==> config.mk <==
export PLATFORM = sky130hd
export DESIGN_NAME = matrix4x4_multiply_core
export DESIGN_NICKNAME = d
export VERILOG_FILES = /design/src/hdl/m4x4_pkg.sv /design/src/hdl/matrix4x4_multiply_core.sv
export VERILOG_INCLUDE_DIRS = /design/src /design/src/hdl
export SDC_FILE = /design/constraint.sdc
export NUM_CORES = 2
export LEC_CHECK = 0
export BUFFER_PORTS_ARGS = -buffer_cell sky130_fd_sc_hd__buf_4
export CORE_UTILIZATION = 25
export CTS_CLUSTER_DIAMETER = 150
export CTS_CLUSTER_SIZE = 20
export DETAILED_ROUTE_END_ITERATION = 16
export HOLD_SLACK_MARGIN = 0.02
export SLEW_MARGIN = 20
export SYNTH_ARGS = -nofsm -noshare
export SYNTH_HDL_FRONTEND = slang
export SYNTH_SLANG_ARGS = --single-unit
==> constraint.sdc <==
create_clock -name clk -period 22.5 [get_ports clk]
set_input_delay 4.5 -clock clk [delete_from_list [all_inputs] [get_ports clk]]
set_output_delay 4.5 -clock clk [all_outputs]
set_load 0.05 [all_outputs]
==> src/hdl/matrix4x4_multiply_core_defines.svh <==
// ----------------------------------------------------------------------------
// matrix4x4_multiply_core_defines
// assertion macros shared by the matrix multiply core
// ----------------------------------------------------------------------------
`ifndef MATRIX4X4_MULTIPLY_CORE_DEFINES_SVH
`define MATRIX4X4_MULTIPLY_CORE_DEFINES_SVH

// same-cycle implication, checked outside reset
`define M4X4_ASSERT_IMPLY(label, ante, cons) \
  label: assert property (@(posedge clk) disable iff (!rst_n) (ante) |-> (cons)) \
    else $error("matrix multiply core check failed");

// next-cycle implication, checked outside reset
`define M4X4_ASSERT_NEXT(label, ante, cons) \
  label: assert property (@(posedge clk) disable iff (!rst_n) (ante) |=> (cons)) \
    else $error("matrix multiply core check failed");

`endif

==> src/hdl/m4x4_pkg.sv <==
// ----------------------------------------------------------------------------
// m4x4_pkg
// types and constants for the fixed-point matrix multiply core
// ----------------------------------------------------------------------------
package m4x4_pkg;

  localparam int IDX_W          = 4;
  localparam int VAL_W          = 32;
  localparam int DIM_DEF        = 4;
  localparam int FRAC_BITS_DEF  = 16;

  localparam logic [1:0] OP_LOAD_LEFT  = 2'd0;
  localparam logic [1:0] OP_LOAD_RIGHT = 2'd1;
  localparam logic [1:0] OP_COMPUTE    = 2'd2;

  localparam logic [VAL_W-1:0] VAL_MAX = 32'h7fff_ffff;
  localparam logic [VAL_W-1:0] VAL_MIN = 32'h8000_0000;

  typedef struct packed {
    logic [1:0]              operation;
    logic [IDX_W-1:0]        index;
    logic signed [VAL_W-1:0] value;
  } in_item_t;

  typedef struct packed {
    logic [IDX_W-1:0]        index_res;
    logic signed [VAL_W-1:0] value_res;
    logic                    saturated;
    logic                    last;
  } out_item_t;

endpackage

==> src/hdl/matrix4x4_multiply_core.sv <==
// ----------------------------------------------------------------------------
// matrix4x4_multiply_core
// column-major Q16.16 matrix product on one shared multiply-accumulate unit
// ----------------------------------------------------------------------------
// usage:
//   input channel: in_item is taken at a clock edge with start high and busy
//   low. a load of the left or right matrix leaves busy low, so loads may
//   follow each other every cycle. a load at a position beyond the matrix,
//   or an unused operation code, changes nothing.
//   a compute item raises busy; one multiplier walks all DIM*DIM*DIM products
//   (64 for a 4x4), one per cycle through a read / multiply / accumulate
//   pipeline.
//   results: out_valid marks each product element for exactly one cycle, in
//   position order, the final one with out_item.last. busy falls in the
//   cycle the last element is shown. the receiver cannot stall; every
//   result transfer completes on its cycle.
//   the product is written into a second left bank and the banks swap at the
//   end, so products chain into the next compute.
//   reset: both matrices read as zero until written; no clearing pass.
// ----------------------------------------------------------------------------
`include "matrix4x4_multiply_core_defines.svh"

module matrix4x4_multiply_core #(
  parameter int DIM       = m4x4_pkg::DIM_DEF,
  parameter int FRAC_BITS = m4x4_pkg::FRAC_BITS_DEF
) (
  input  logic                clk,
  input  logic                rst_n,
  input  logic                start,
  output logic                busy,
  input  m4x4_pkg::in_item_t  in_item,
  output logic                out_valid,
  output m4x4_pkg::out_item_t out_item
);
  import m4x4_pkg::*;

  localparam int NELEM = DIM * DIM;
  localparam int AW    = $clog2(NELEM);
  localparam int CW    = $clog2(DIM);
  localparam int ACC_W = 2 * VAL_W + CW + 1;
  localparam int EXT_W = 8;

  localparam logic [1:0] ST_IDLE  = 2'd0;
  localparam logic [1:0] ST_ISSUE = 2'd1;
  localparam logic [1:0] ST_DRAIN = 2'd2;

  localparam logic [CW-1:0] CNT_MAX = CW'(DIM - 1);
  localparam logic [AW-1:0] K_LAST  = AW'(NELEM - 1);

  // sequencer
  logic [1:0]    state_r, state_nxt;
  logic [CW-1:0] e_r, r_r, c_r;
  logic          bank_r;

  // storage
  logic [VAL_W-1:0] left_mem  [2*NELEM];
  logic [VAL_W-1:0] right_mem [NELEM];
  logic [NELEM-1:0] l_valid_r, r_valid_r;

  // pipeline
  logic             s1_vld_r, s1_first_r, s1_lastt_r;
  logic [AW-1:0]    s1_k_r;
  logic [VAL_W-1:0] lrd_r, rrd_r;
  logic             lvld_r, rvld_r;
  logic             s2_vld_r, s2_first_r, s2_lastt_r;
  logic [AW-1:0]    s2_k_r;
  logic signed [2*VAL_W-1:0] prod_r;
  logic             s3_vld_r, s3_lastt_r;
  logic [AW-1:0]    s3_k_r;
  logic signed [ACC_W-1:0] acc_r;

  logic             out_valid_r;
  out_item_t        out_item_r;

  // combinational
  logic                    accept, ld_left, ld_right, go;
  logic [EXT_W-1:0]        idx_ext;
  logic                    idx_ok;
  logic [AW-1:0]           ld_addr;
  logic                    issuing, issue_end;
  logic [AW-1:0]           laddr, raddr, kaddr;
  logic signed [VAL_W-1:0] op_a, op_b;
  logic                    emit, emit_last;
  logic signed [ACC_W-1:0] shifted;
  logic                    fits;
  logic [VAL_W-1:0]        sat_value;
  logic [EXT_W-1:0]        k_ext;

  assign accept  = start && !busy;
  assign idx_ext = EXT_W'(in_item.index);
  assign idx_ok  = idx_ext < EXT_W'(NELEM);
  assign ld_addr = idx_ext[AW-1:0];

  always_comb begin
    ld_left  = 1'b0;
    ld_right = 1'b0;
    go       = 1'b0;
    unique case (in_item.operation)
      OP_LOAD_LEFT:  ld_left  = accept && idx_ok;
      OP_LOAD_RIGHT: ld_right = accept && idx_ok;
      OP_COMPUTE:    go       = accept;
      default: ;
    endcase
  end

  assign issuing   = (state_r == ST_ISSUE);
  assign issue_end = issuing && (e_r == CNT_MAX) && (r_r == CNT_MAX) && (c_r == CNT_MAX);
  assign laddr     = AW'(r_r) + AW'(e_r) * AW'(DIM);
  assign raddr     = AW'(e_r) + AW'(c_r) * AW'(DIM);
  assign kaddr     = AW'(r_r) + AW'(c_r) * AW'(DIM);
  assign emit      = s3_vld_r && s3_lastt_r;
  assign emit_last = emit && (s3_k_r == K_LAST);

  always_comb begin
    state_nxt = state_r;
    unique case (state_r)
      ST_IDLE:  if (go) state_nxt = ST_ISSUE;
      ST_ISSUE: if (issue_end) state_nxt = ST_DRAIN;
      ST_DRAIN: if (emit_last) state_nxt = ST_IDLE;
      default:  state_nxt = ST_IDLE;
    endcase
  end

  always_ff @(posedge clk) begin
    if (!rst_n) begin
      state_r   <= ST_IDLE;
      e_r       <= '0;
      r_r       <= '0;
      c_r       <= '0;
      bank_r    <= 1'b0;
      l_valid_r <= '0;
      r_valid_r <= '0;
    end else begin
      state_r <= state_nxt;
      if (go) begin
        e_r <= '0;
        r_r <= '0;
        c_r <= '0;
      end else if (issuing) begin
        // inner loop over the dot-product term, then row, then column
        if (e_r == CNT_MAX) begin
          e_r <= '0;
          if (r_r == CNT_MAX) begin
            r_r <= '0;
            c_r <= c_r + 1'b1;
          end else begin
            r_r <= r_r + 1'b1;
          end
        end else begin
          e_r <= e_r + 1'b1;
        end
      end
      if (ld_left) l_valid_r[ld_addr] <= 1'b1;
      if (ld_right) r_valid_r[ld_addr] <= 1'b1;
      if (emit_last) begin
        // every product entry was written into the spare bank
        bank_r    <= ~bank_r;
        l_valid_r <= '1;
      end
    end
  end

  // left store: two banks, product goes to the spare one
  always_ff @(posedge clk) begin
    if (emit) begin
      left_mem[{~bank_r, s3_k_r}] <= sat_value;
    end else if (ld_left) begin
      left_mem[{bank_r, ld_addr}] <= in_item.value;
    end
    lrd_r  <= left_mem[{bank_r, laddr}];
    lvld_r <= l_valid_r[laddr];
  end

  always_ff @(posedge clk) begin
    if (ld_right) begin
      right_mem[ld_addr] <= in_item.value;
    end
    rrd_r  <= right_mem[raddr];
    rvld_r <= r_valid_r[raddr];
  end

  assign op_a = lvld_r ? signed'(lrd_r) : '0;
  assign op_b = rvld_r ? signed'(rrd_r) : '0;

  always_ff @(posedge clk) begin
    if (!rst_n) begin
      s1_vld_r <= 1'b0;
      s2_vld_r <= 1'b0;
      s3_vld_r <= 1'b0;
    end else begin
      s1_vld_r <= issuing;
      s2_vld_r <= s1_vld_r;
      s3_vld_r <= s2_vld_r;
    end
  end

  always_ff @(posedge clk) begin
    s1_first_r <= (e_r == '0);
    s1_lastt_r <= (e_r == CNT_MAX);
    s1_k_r     <= kaddr;
    s2_first_r <= s1_first_r;
    s2_lastt_r <= s1_lastt_r;
    s2_k_r     <= s1_k_r;
    prod_r     <= op_a * op_b;
    s3_lastt_r <= s2_lastt_r;
    s3_k_r     <= s2_k_r;
    if (s2_vld_r) begin
      acc_r <= s2_first_r ? ACC_W'(prod_r) : acc_r + ACC_W'(prod_r);
    end
  end

  // floor shift, then clip to 32 bits
  assign shifted   = acc_r >>> FRAC_BITS;
  assign fits      = (&shifted[ACC_W-1:VAL_W-1]) || !(|shifted[ACC_W-1:VAL_W-1]);
  assign sat_value = fits ? shifted[VAL_W-1:0] : (shifted[ACC_W-1] ? VAL_MIN : VAL_MAX);
  assign k_ext     = EXT_W'(s3_k_r);

  always_ff @(posedge clk) begin
    if (!rst_n) begin
      out_valid_r <= 1'b0;
    end else begin
      out_valid_r <= emit;
    end
  end

  always_ff @(posedge clk) begin
    if (emit) begin
      out_item_r.index_res <= k_ext[IDX_W-1:0];
      out_item_r.value_res <= sat_value;
      out_item_r.saturated <= !fits;
      out_item_r.last      <= emit_last;
    end
  end

  assign busy      = (state_r != ST_IDLE);
  assign out_valid = out_valid_r;
  assign out_item  = out_item_r;

  `M4X4_ASSERT_IMPLY(a_out_while_busy, out_valid, $past(busy))
  `M4X4_ASSERT_NEXT(a_compute_busy, start && !busy && in_item.operation == OP_COMPUTE, busy)
  `M4X4_ASSERT_IMPLY(a_last_frees, out_valid && out_item.last, !busy)
  `M4X4_ASSERT_NEXT(a_load_stays_idle, start && !busy && in_item.operation != OP_COMPUTE, !busy)

endmodule

==> summary.md <==
| Metric | Value |
|---|---|
| Synth top area share | `46.0%` |
| TNS Setup | `0 ns` |
| DR WL/cell | `22.5 um` |
| Avg Cell Area, Syn | `14.0 um^2` |
| CTS Buffer Depth | `3` |
| CP top delay family | `adder cells` |
| Hold bufs inserted after CTS | `0` |
| Clock buffer count from CTS | `103` |
| R2r setup slk | `12.46 ns` |
| PortBufs | `80` |
| Area of the multi-input gates | `48,800 um^2` |
| R2R cell count | `25` |
| Cell Area, Synth | `107,000 um^2` |
| Post-synth EDFFs | `1,641` |
| Post-synthesis sequential area ratio | `49.6%` |
| Hold Path Origin | `s2_k_r[3]` |
| Psw | `1.23 mW` |
| DP HPWL | `204,000 um` |
| Vias in the first global route | `62,400` |
| Cts repair resizes | `0` |
| Maximum level of the CTS H-tree | `3` |
| Core Rows | `239` |
| Die Area | `431,000 um^2` |
| Crit-path max FO | `61` |
| Register area | `53,200 um^2` |
| CORE AREA | `425,000 um^2` |
| Cells after Synth | `7,633` |
| GPL Wtd Cong | `0.942` |
| Synth Net Count | `9,011` |
| Achievable frequency | `99.6 MHz` |
| Tmin final | `10.04 ns` |
| Comb pwr share | `2.6%` |
| Pin count of the biggest net entering global routing | `125` |
| P_leak | `42.4 nW` |
| Syn. warnings | `0` |
| Fillers | `42,800` |
| Root buf cell | `clkbuf_16` |
| Final net count | `8,992` |
| DRT iter0 DRCs | `6,248` |
| DP Worst Slack | `12.65 ns` |
| Post-synth top cells | `edfxtp_1, inv_1, fa_1` |
| Post-Place Cells | `13,200` |
| Met1 usage in global routing | `17.0%` |
| CP Depth | `25` |
| GR peak layer | `met2` |
| TritonCTS clock tree | `yes` |
| Reg power frac | `63.4%` |
| CP Launch Type | `flip-flop` |
| Post-CTS Setup Bufs | `0` |
| Net Sw Frac | `21.0%` |
| Initial core utilization | `25.2%` |
| Distinct cells, synth | `86` |
| Clock Power Share | `34.0%` |
| Global Route met3 Usage | `1.69%` |
| Most common cell in the netlist | `edfxtp_1` |
| Worst setup margin | `12.46 ns` |
| Critical path's largest stage delay | `1.03 ns` |
| Area growth syn-to-layout | `10.6%` |
| Final setup fails | `0` |
| Ratio of final minimum period to clock period | `44.6%` |
| Share of layout cells above drive strength 1 | `13.4%` |
| WHS Endpoint | `s3_k_r[3]` |
| Core Util, Final | `27.8%` |
| Worst Skew | `0.0539 ns` |
| Crit path top cell by count | `fa_1` |
| Max-Cap Viols | `0` |
| Number of synthesized register bits | `1,833` |
| 1st-pass router iterations | `6` |
| Dominant cell type by area after synthesis | `edfxtp_1` |
| RSZ-0062 raised after global routing | `false` |
| Final Hold Viols | `0` |
| Overflow left after global routing | `0` |
| Crit-path slowest cell | `dfxtp_2` |
| Initial antenna violation count | `15` |
| Hold path depth | `0` |
| GR Util All Layers | `13.7%` |
| R2r startpoint | `rvld_r` |
| CP Data Arrival Time | `10.75 ns` |
| Max Transition Viols Final | `0` |
| Die height | `656 um` |
| Total power | `5.86 mW` |
| Synth Flop Type | `edfxtp_1` |
| Total number of vias | `61,200` |
| Synth top area cells | `edfxtp_1, fa_1, mux4_2` |
| Async set-reset flop share out of synthesis | `0%` |
| Req. time, crit path | `23.21 ns` |
| CP Class | `flip-flop to flip-flop` |
| Horiz. Die Dim | `656 um` |
| Worst Hold Class | `flip-flop to flip-flop` |
| Least-Margin Pin Slew | `1.18 ns` |
| FF-to-FF End | `prod_r[63]` |
| Post-route ant nets | `0` |
| Worst Path Buf+Inv | `4` |
| Max-slew headroom | `21.1%` |
| Worst VDD drop | `0.0652 mV` |
| Power density cells | `49.5 nW/um^2` |
| Via density | `4.58` |
| Clk_lat worst skew | `0.81 ns` |
| P_int | `4.63 mW` |
| Clock transition at the registers of the reported paths | `0.09 ns` |
| Grt met2 use | `23.7%` |
| Post-layout instance count excluding filler cells | `13,400` |
| Num ports | `81` |
| Status | `finished, final reports clean` |
| Worst Setup End Kind | `flip-flop` |
| DRC Markers | `0` |
| Wirelength, routed | `301,000 um` |
| Clk sinks | `1,833` |
| First-pass GRT wire length | `436,000 um` |
final cells by class:
| cell class | count | area share [%] |
|---|---|---|
| antenna | 20 | 0.0423 |
| clock buffer | 176 | 2.43 |
| clock inverter | 8 | 0.148 |
| inverter | 1108 | 3.52 |
| multi-input combinational | 4305 | 41.2 |
| sequential | 1833 | 44.9 |
| tap | 5663 | 5.99 |
| timing repair buffer | 263 | 1.72 |
cells by family after synthesis:
family / after synthesis / synth area share [%]
AOI/OAI and AO/OA: 568 / 3.36
xor gates and xnor gates: 135 / 1.10
adders and majority gates: 1337 / 23.2
buffers and inverters: 1495 / 5.27
DFF: 1833 / 49.6
muxes: 529 / 10.7
and+or+nand+nor: 1736 / 6.69
cells in the final DEF, fill, tap and decap left out, types with 15 or more instances in the layout:
cell,Yosys,routed
o21bai_1,29,29
nand3_1,27,27
mux4_2,490,490
a31oi_1,20,15
edfxtp_1,1641,1641
o31a_1,18,18
a21o_1,65,65
nor2_4,0,58
dfxtp_1,192,181
fa_1,1083,1083
clkbuf_1,327,72
nand2_1,723,721
xnor2_1,80,80
and3_1,18,18
o21ai_0,139,128
o21ai_1,30,38
o21a_1,29,29
nor2_1,748,676
xor2_1,55,55
mux2_2,34,34
buf_4,0,258
nor2b_1,19,19
nand4_1,33,33
clkbuf_16,0,104
nand2b_1,18,18
inv_1,1108,1106
nor3_1,34,33
ha_1,254,254
a21oi_1,151,151
and2_1,68,69
diode_2,0,20
per-layer routing:
metal,part of all wire [%],wire length [um],vias up
met3,5.7,17300,496
met4,5.4,16300,0
li1,-,-,25900
met2,50,151000,2077
met1,39,116000,32700
met5,0,0,-
how the worst max path moves through the flow:
stage                      start    endpoint  slack (ns)
after floorplan           lvld_r  prod_r[63]       13.86
after global placement    rvld_r  prod_r[63]       12.72
after detailed placement  rvld_r  prod_r[63]       12.65
after CTS                 rvld_r  prod_r[63]       12.55
after global routing      rvld_r  prod_r[63]       12.03
final                     rvld_r  prod_r[63]       12.46
registers in the layout, summed over array words and instances (netlist names), 4 cells and up:
register,flops
right_mem,512
out_item,38
l_valid_r,16
acc_r,67
left_mem,1024
s2_k_r,4
prod_r,64
lrd_r,32
s1_k_r,4
s3_k_r,4
rrd_r,32
r_valid_r,16
power by group through the flow:
stage	Sequential [mW]	Combinational [mW]	Clock, mW
6_report	3.71	0.153	2.00
5_1_grt	3.72	0.164	2.15
4_1_cts	3.72	0.154	2.05
3_5_place_dp	3.79	0.154	0
3_3_place_gp	3.79	0.152	0
2_1_floorplan	3.79	0.0830	0
through the flow:
step	instance area (um^2)	hold slack [ns]
3_5_place_dp	115000	0.312
3_3_place_gp	115000	0.311
2_1_floorplan	107000	0.310
5_1_grt	118000	0.312
4_1_cts	118000	0.308
6_report	118000	0.314
No activity file was read; power rests on OpenSTA's default activity.
